**config.mk**
```make
export PLATFORM = sky130hd
export DESIGN_NAME = sorted_set_table_top
export DESIGN_NICKNAME = d
export VERILOG_FILES = /design/src/rtl/sst_pkg.sv /design/src/rtl/sst_ram.sv /design/src/rtl/sorted_set_table_top.sv
export SDC_FILE = /design/constraint.sdc
export NUM_CORES = 2
export LEC_CHECK = 0
export ABC_AREA = 1
export BUFFER_PORTS_ARGS = -buffer_cell sky130_fd_sc_hd__buf_2
export CORE_MARGIN = 1
export CORE_UTILIZATION = 60
export CTS_BUF_LIST = sky130_fd_sc_hd__clkbuf_4 sky130_fd_sc_hd__clkbuf_8 sky130_fd_sc_hd__clkbuf_16
export DETAILED_ROUTE_END_ITERATION = 10
export PLACE_DENSITY_LB_ADDON = 0.08
export SLEW_MARGIN = 20
export SYNTH_ARGS = -nofsm -noshare
export SYNTH_HDL_FRONTEND = slang
export SYNTH_SLANG_ARGS = --single-unit
```
**constraint.sdc**
```tcl
create_clock -name clk -period 22.4 [get_ports clk]
set_clock_uncertainty 0.05 [all_clocks]
set_input_delay 4.48 -clock clk [delete_from_list [all_inputs] [get_ports clk]]
set_output_delay 4.48 -clock clk [all_outputs]
set_load 0.1 [all_outputs]
```
**src/rtl/sst_pkg.sv**
```systemverilog
// Shared types and constants for the sorted set table.
// No dependencies; used by sorted_set_table_top.
package sst_pkg;

  localparam int unsigned DefCapacity = 64;
  localparam int unsigned KeyW        = 64;
  localparam int unsigned CountW      = 7;

  // Operation codes carried on in_mode.
  localparam logic [1:0] OpInsert = 2'd0;
  localparam logic [1:0] OpDelete = 2'd1;
  localparam logic [1:0] OpSearch = 2'd2;
  localparam logic [1:0] OpClear  = 2'd3;

  // Result status codes.
  localparam logic [1:0] StDone  = 2'd0;
  localparam logic [1:0] StDup   = 2'd1;
  localparam logic [1:0] StAbsent = 2'd2;
  localparam logic [1:0] StFull  = 2'd3;

  typedef enum logic [2:0] {
    S_IDLE,
    S_SRCH,
    S_SHUP,
    S_SHDN,
    S_DONE
  } state_t;

endpackage

```
**src/rtl/sst_ram.sv**
```systemverilog
// Generic single-port-write, single-read RAM with a registered read.
// No dependencies.
module sst_ram #(
  parameter int unsigned Width = 64,
  parameter int unsigned Depth = 64
) (
  input  logic                     clk,
  input  logic                     we,
  input  logic [$clog2(Depth)-1:0] waddr,
  input  logic [Width-1:0]         wdata,
  input  logic [$clog2(Depth)-1:0] raddr,
  output logic [Width-1:0]         rdata
);

  logic [Width-1:0] mem [Depth];

  // Write and registered read.
  always_ff @(posedge clk) begin
    if (we) begin
      mem[waddr] <= wdata;
    end
    rdata <= mem[raddr];
  end

endmodule

```
**src/rtl/sorted_set_table_top.sv**
```systemverilog
// Top level of the sorted set table: control sequencer around one key RAM.
// Depends on sst_pkg and sst_ram.
//
// Usage: raise start with in_mode and in_key while busy is low; the transaction
// is taken at that edge and busy rises on the next cycle. The result appears
// on out_found, out_status and out_count for one cycle, marked by out_valid.
// The receiver cannot stall; results are never held.
// A clear goes from the accept cycle straight to the strobe cycle.
// Other operations run a binary search in which each probe first issues the
// RAM read and then compares, with at most clog2(count+1) probes; an empty
// set still passes through the search state. An insert or delete then moves
// each entry above the key position one at a time through the single RAM
// write port, a read and then a write per moved entry, and the result strobe
// follows. A new transaction is taken the cycle after the strobe.
// Reset (rst_n low, synchronous) empties the set; the RAM contents are not
// cleared, as only entries below the count are ever read.
module sorted_set_table_top #(
  parameter int unsigned Capacity = sst_pkg::DefCapacity
) (
  input  logic                      clk,
  input  logic                      rst_n,
  input  logic                      start,
  output logic                      busy,
  input  logic [1:0]                in_mode,
  input  logic signed [63:0]        in_key,
  output logic                      out_valid,
  output logic                      out_found,
  output logic [1:0]                out_status,
  output logic [sst_pkg::CountW-1:0] out_count
);

  localparam int unsigned AW = $clog2(Capacity);
  localparam int unsigned CW = $clog2(Capacity + 1);
  localparam logic [CW-1:0] CapC = CW'(Capacity);

  sst_pkg::state_t state_r, state_nxt;
  logic [1:0]     mode_r, mode_nxt;
  logic [63:0]    key_r, key_nxt;
  logic [CW-1:0]  cnt_r, cnt_nxt;
  logic [CW-1:0]  lo_r, lo_nxt, hi_r, hi_nxt;
  logic [CW-1:0]  ptr_r, ptr_nxt;
  logic           rdpend_r, rdpend_nxt;
  logic           found_r, found_nxt;
  logic [1:0]     status_r, status_nxt;
  logic           shup_r;

  logic           we;
  logic [AW-1:0]  waddr, raddr;
  logic [63:0]    wdata, rdata;
  logic [CW-1:0]  mid;
  logic           less;
  logic           eq;
  logic           fin_we;
  logic           we_q;
  logic [AW-1:0]  wa_q;
  logic [63:0]    wd_q;

  sst_ram #(.Width(sst_pkg::KeyW), .Depth(Capacity)) u_ram (
    .clk, .we(we_q), .waddr(wa_q), .wdata(wd_q), .raddr, .rdata
  );

  // Keys are stored sign-flipped so unsigned compare gives signed order.
  assign mid  = lo_r + ((hi_r - lo_r) >> 1);
  assign less = rdata < key_r;
  assign eq   = rdata == key_r;

  // Next-state logic.
  always_comb begin
    state_nxt = state_r;
    case (state_r)
      sst_pkg::S_IDLE: begin
        if (start) begin
          state_nxt = (in_mode == sst_pkg::OpClear) ? sst_pkg::S_DONE : sst_pkg::S_SRCH;
        end
      end
      sst_pkg::S_SRCH: begin
        if (rdpend_r && !(lo_nxt < hi_nxt) || !rdpend_r && !(lo_r < hi_r)) begin
          state_nxt = sst_pkg::S_DONE;
          if (mode_r == sst_pkg::OpInsert && !found_nxt && cnt_r < CapC && lo_nxt < cnt_r) begin
            state_nxt = sst_pkg::S_SHUP;
          end else if (mode_r == sst_pkg::OpDelete && found_nxt && lo_nxt + 1'b1 < cnt_r) begin
            state_nxt = sst_pkg::S_SHDN;
          end
        end
      end
      sst_pkg::S_SHUP: begin
        if (rdpend_r && ptr_r == lo_r) begin
          state_nxt = sst_pkg::S_DONE;
        end
      end
      sst_pkg::S_SHDN: begin
        if (rdpend_r && ptr_r + CW'(2) == cnt_r) begin
          state_nxt = sst_pkg::S_DONE;
        end
      end
      sst_pkg::S_DONE: state_nxt = sst_pkg::S_IDLE;
      default: state_nxt = sst_pkg::S_IDLE;
    endcase
  end

  // Datapath and output logic.
  always_comb begin
    mode_nxt   = mode_r;
    key_nxt    = key_r;
    cnt_nxt    = cnt_r;
    lo_nxt     = lo_r;
    hi_nxt     = hi_r;
    ptr_nxt    = ptr_r;
    rdpend_nxt = 1'b0;
    found_nxt  = found_r;
    status_nxt = status_r;
    we         = 1'b0;
    waddr      = ptr_r[AW-1:0];
    wdata      = rdata;
    raddr      = mid[AW-1:0];
    case (state_r)
      sst_pkg::S_IDLE: begin
        if (start) begin
          mode_nxt   = in_mode;
          key_nxt    = {~in_key[63], in_key[62:0]};
          lo_nxt     = '0;
          hi_nxt     = cnt_r;
          found_nxt  = 1'b0;
          status_nxt = sst_pkg::StDone;
          if (in_mode == sst_pkg::OpClear) begin
            cnt_nxt = '0;
          end
        end
      end
      sst_pkg::S_SRCH: begin
        // Each probe issues the read, then compares.
        if (rdpend_r) begin
          if (less) begin
            lo_nxt = mid + 1'b1;
          end else begin
            hi_nxt = mid;
          end
          if (eq) begin
            found_nxt = 1'b1;
          end
        end else if (lo_r < hi_r) begin
          rdpend_nxt = 1'b1;
        end
        if (rdpend_r && !(lo_nxt < hi_nxt) || !rdpend_r && !(lo_r < hi_r)) begin
          // Position settled; decide the update.
          case (mode_r)
            sst_pkg::OpInsert: begin
              if (found_nxt) begin
                status_nxt = sst_pkg::StDup;
              end else if (cnt_r >= CapC) begin
                status_nxt = sst_pkg::StFull;
              end else if (lo_nxt < cnt_r) begin
                ptr_nxt = cnt_r - 1'b1;
              end else begin
                we      = 1'b1;
                waddr   = lo_nxt[AW-1:0];
                wdata   = key_r;
                cnt_nxt = cnt_r + 1'b1;
              end
            end
            sst_pkg::OpDelete: begin
              if (!found_nxt) begin
                status_nxt = sst_pkg::StAbsent;
              end else if (lo_nxt + 1'b1 < cnt_r) begin
                ptr_nxt = lo_nxt;
              end else begin
                cnt_nxt = cnt_r - 1'b1;
              end
            end
            default: ;
          endcase
        end
      end
      sst_pkg::S_SHUP: begin
        // Move entry ptr to ptr+1, downward from the top; then write the key.
        raddr = ptr_r[AW-1:0];
        if (rdpend_r) begin
          we    = 1'b1;
          waddr = AW'(ptr_r + 1'b1);
          if (ptr_r == lo_r) begin
            cnt_nxt = cnt_r + 1'b1;
          end else begin
            ptr_nxt = ptr_r - 1'b1;
          end
        end else begin
          rdpend_nxt = 1'b1;
        end
        if (rdpend_r && ptr_r == lo_r) begin
          rdpend_nxt = 1'b0;
        end
      end
      sst_pkg::S_SHDN: begin
        // Move entry ptr+1 to ptr, upward from the key position, up to the last entry.
        raddr = AW'(ptr_r + 1'b1);
        if (rdpend_r) begin
          we      = 1'b1;
          waddr   = ptr_r[AW-1:0];
          ptr_nxt = ptr_r + 1'b1;
          if (ptr_r + CW'(2) == cnt_r) begin
            cnt_nxt = cnt_r - 1'b1;
          end
        end else begin
          rdpend_nxt = 1'b1;
        end
      end
      default: ;
    endcase
  end

  // The final key write of an insert lands in the DONE cycle.
  assign fin_we = state_r == sst_pkg::S_DONE && mode_r == sst_pkg::OpInsert
                  && status_r == sst_pkg::StDone && ptr_r == lo_r && shup_r;

  always_ff @(posedge clk) begin
    if (!rst_n) begin
      state_r  <= sst_pkg::S_IDLE;
      cnt_r    <= '0;
      rdpend_r <= 1'b0;
      shup_r   <= 1'b0;
    end else begin
      state_r  <= state_nxt;
      cnt_r    <= cnt_nxt;
      rdpend_r <= rdpend_nxt;
      shup_r   <= state_r == sst_pkg::S_SHUP;
    end
    mode_r   <= mode_nxt;
    key_r    <= key_nxt;
    lo_r     <= lo_nxt;
    hi_r     <= hi_nxt;
    ptr_r    <= ptr_nxt;
    found_r  <= found_nxt;
    status_r <= status_nxt;
  end

  // Second RAM write path is avoided: the key write reuses the port in DONE.
  always_comb begin
    we_q = we | fin_we;
    wa_q = fin_we ? lo_r[AW-1:0] : waddr;
    wd_q = fin_we ? key_r : wdata;
  end

  assign busy       = state_r != sst_pkg::S_IDLE;
  assign out_valid  = state_r == sst_pkg::S_DONE;
  assign out_found  = found_r & (mode_r != sst_pkg::OpClear);
  assign out_status = status_r;
  assign out_count  = sst_pkg::CountW'(cnt_r);

`ifndef SYNTHESIS
  // The count never exceeds the capacity.
  a_cnt_cap: assert property (@(posedge clk) disable iff (!rst_n) cnt_r <= CapC)
    else $error("count above capacity");
  // A result follows an accepted clear in the next cycle.
  a_clr_lat: assert property (@(posedge clk) disable iff (!rst_n)
    start && !busy && in_mode == sst_pkg::OpClear |=> out_valid && out_count == '0)
    else $error("clear result missing");
  // An insert is refused only when the set is at capacity.
  a_full: assert property (@(posedge clk) disable iff (!rst_n)
    out_valid && out_status == sst_pkg::StFull |-> cnt_r == CapC)
    else $error("full refusal with room left");
`endif

endmodule
```
==> results.yml <==
detailed_routing:
  routed_wl_um: 559000
  wl_per_cell_um: 33.1
  vias_per_cell: 6.85
  drt_iter0_markers: 19300
  postRouteAntennaNets: 0
  detail_route.first_pass.iterations: 8
  vias: 116000
  drc: 0
cells_and_area:
  layout_common_cells: "4171 x edfxtp_1, 2621 x nor2_1, 2466 x o21ai_0, 1018 x o22ai_1, 433 x clkbuf_16"
  layoutNonFillerInstCount: 16900
  drive_gt1_share_pct: 9.75
  area_delta_synth_final_pct: 11.3
  nFillCells: 19700
  fin_area_um2: 189000
  final_common_cell: "edfxtp_1"
  fin_nets: 13000
  fin_util_pct: 67.3
timing:
  worst_pin_slew_ns: 1.23
  slew_headroom_pct: 18.3
  rsz0062_at_grt: "no"
  hold_viol_final: 0
  final-setup-viol-count: 0
  fmax_mhz: 116
  min_period_over_period_pct: 38.5
  final.min_clock_period_ns: 8.63
  fin_setup_tns_ns: 0
  report.final.slew_viol_count: 0
global_route:
  gr-usage-all-layers_pct: 38.8
  grt_pass1_vias: 108000
  grt_pass1_wl_um: 789000
  antenna_found_initial: 46
  grt_start_max_net_pins: 165
  overflow: 0
clocking:
  clk_latency_ns: 1.01
  cts.root.buffer_cell: "clkbuf_16"
  cts_setup_buffers: 0
  path_clk_slew_ns: 0.06
  postCtsHoldBufs: 0
  cts_buffers: 426
  cts_buffer_depth: 4
  h-tree-depth: 5
  clkSinkCount: 4262
  cts_tree: "built"
  ctsResizeCount: 0
setup_path:
  end_kind: "flop"
  reg2reg_depth: 31
  cp_max_fo: 40
  cpMaxStageDelayCell: "buf_4"
  cp-start-kind: "flop"
  path_class: "flop to flop"
  arrival_ns: 9.18
  cp_common_cell: "nand2_1"
  cpPeakStageDelay_ns: 0.89
  crit_required_ns: 22.95
status:
  outcome: "finished, final reports clean"
placed_design:
  dpl.hpwl_um: 317000
  dp.cells: 16100
  numPortBuffers: 80
  gp_congestion: 0.916
  placed_area_um2: 175000
floorplanning:
  start_util_pct: 60.5
  fp.coreArea_um2: 280000
  die_y_um: 533
  boundaryPins: 81
  core.rowCount: 194
  die_area_um2: 284000
  die_x_um: 533
logic_synthesis:
  synth.largest_area_cell: "edfxtp_1"
  synthFlopType: "edfxtp_1"
  synth-edff-count: 4171
  yosysTopAreaCellShare_pct: 73.9
  avgSynthCellArea_um2: 13.1
  async_flop_share_pct: 0
  syn-cell-area_um2: 169000
  syn_inst: 12900
  syn_nets: 13100
  ys_warn_count: 0
  synth_cell_types: 60
  synthTopCellsByArea: "edfxtp_1 74%, o21ai_0 7.5%, nor2_1 5.9%"
  yosysSeqAreaShare_pct: 75.0
  ys_seq_elements: 4262
min_path:
  whs_path_depth: 2
  hold_path.class: "flop to flop"
run:
  maxCapViolCount: 0
cell families (layout without fill, tap and decap cells):
family / Yosys count / after routing / synth area share [%]
flip-flops: 4262 / 4262 / 75.0
AO/OA/AOI/OAI: 4093 / 4093 / 13.6
AND/OR/NAND/NOR: 3285 / 3285 / 7.63
buffers and inverters: 1118 / 1368 / 2.61
adder cells (fa/ha/maj): 126 / 126 / 0.940
XOR/XNOR: 47 / 47 / 0.243
other: 0 / 19 / 0
synth_stat cells (21+ instances only):
library cell  count
edfxtp_1       4171
nor2_1         2679
o21ai_0        2536
o22ai_1        1018
clkbuf_1        753
nand2_1         329
o221ai_1        278
inv_1           182
nand3_1         169
buf_2           138
o21ai_1         137
ha_1            124
dfxtp_1          91
a21oi_1          68
xor2_1           31
nand4_1          23
buf_1            21
sequential cells by signal (all words and copies together), names as in the netlist:
signal and count:
u_ram.mem 4096, key_r 64, u_ram.rdata 64, hi_r 7, lo_r 7, out_count 7
ptr_r 7, state_r 3, mode_r 2, out_status 2, found_r 1, rdpend_r 1
shup_r 1
path summary, 6_finish.rpt:
kind	slack, ns	end	start
max	13.77	u_ram.mem[19][62]	lo_r[2]
min	0.49	state_r[0]	state_r[0]
max reg2reg	13.77	u_ram.mem[19][62]	lo_r[2]
min reg2reg	0.49	state_r[0]	state_r[0]
final cells by class:
type / count / area (um2) / area share [%]
clock buffer: 524 / 11600 / 6.13
antenna: 19 / 47.5 / 0.0252
multi-input combinational: 7551 / 39200 / 20.8
inverter: 196 / 806 / 0.427
timing repair buffer: 395 / 2940 / 1.56
sequential: 4262 / 127000 / 67.4
tap: 3724 / 4660 / 2.47
clock inverter: 253 / 2260 / 1.20
per-layer routing:
metal / vias to the layer above / wire length (um) / global-route usage, % / share of wire (%)
met5: - / 242 / 0 / 0.043
met4: 32 / 36700 / 22.2 / 6.6
met3: 1488 / 71700 / 9.00 / 13
met2: 8423 / 251000 / 58.7 / 45
met1: 57600 / 199000 / 52.0 / 36
li1: 48400 / - / - / -
per-stage QoR:
stage | hold WS (ns) | worst slack (ns)
after CTS | 0.492 | 13.73
after global routing | 0.494 | 13.31
after detailed placement | 0.482 | 13.78
after floorplan | 0.405 | 13.10
final | 0.495 | 13.77
after global placement | 0.452 | 13.35
worst max-delay path, delay by kind of cell, from the launching register on:
family | cells | cell delay, ns
buffers and inverters | 5 | 1.83
XOR/XNOR | 3 | 0.59
AND/OR/NAND/NOR | 13 | 2.10
AO/OA/AOI/OAI | 7 | 2.19
adder cells (fa/ha/maj) | 3 | 1.09
flip-flops | 1 | 0.37
Power is not shown: default switching activity piles up to over one toggle a cycle in this logic, so the estimate is an artifact.
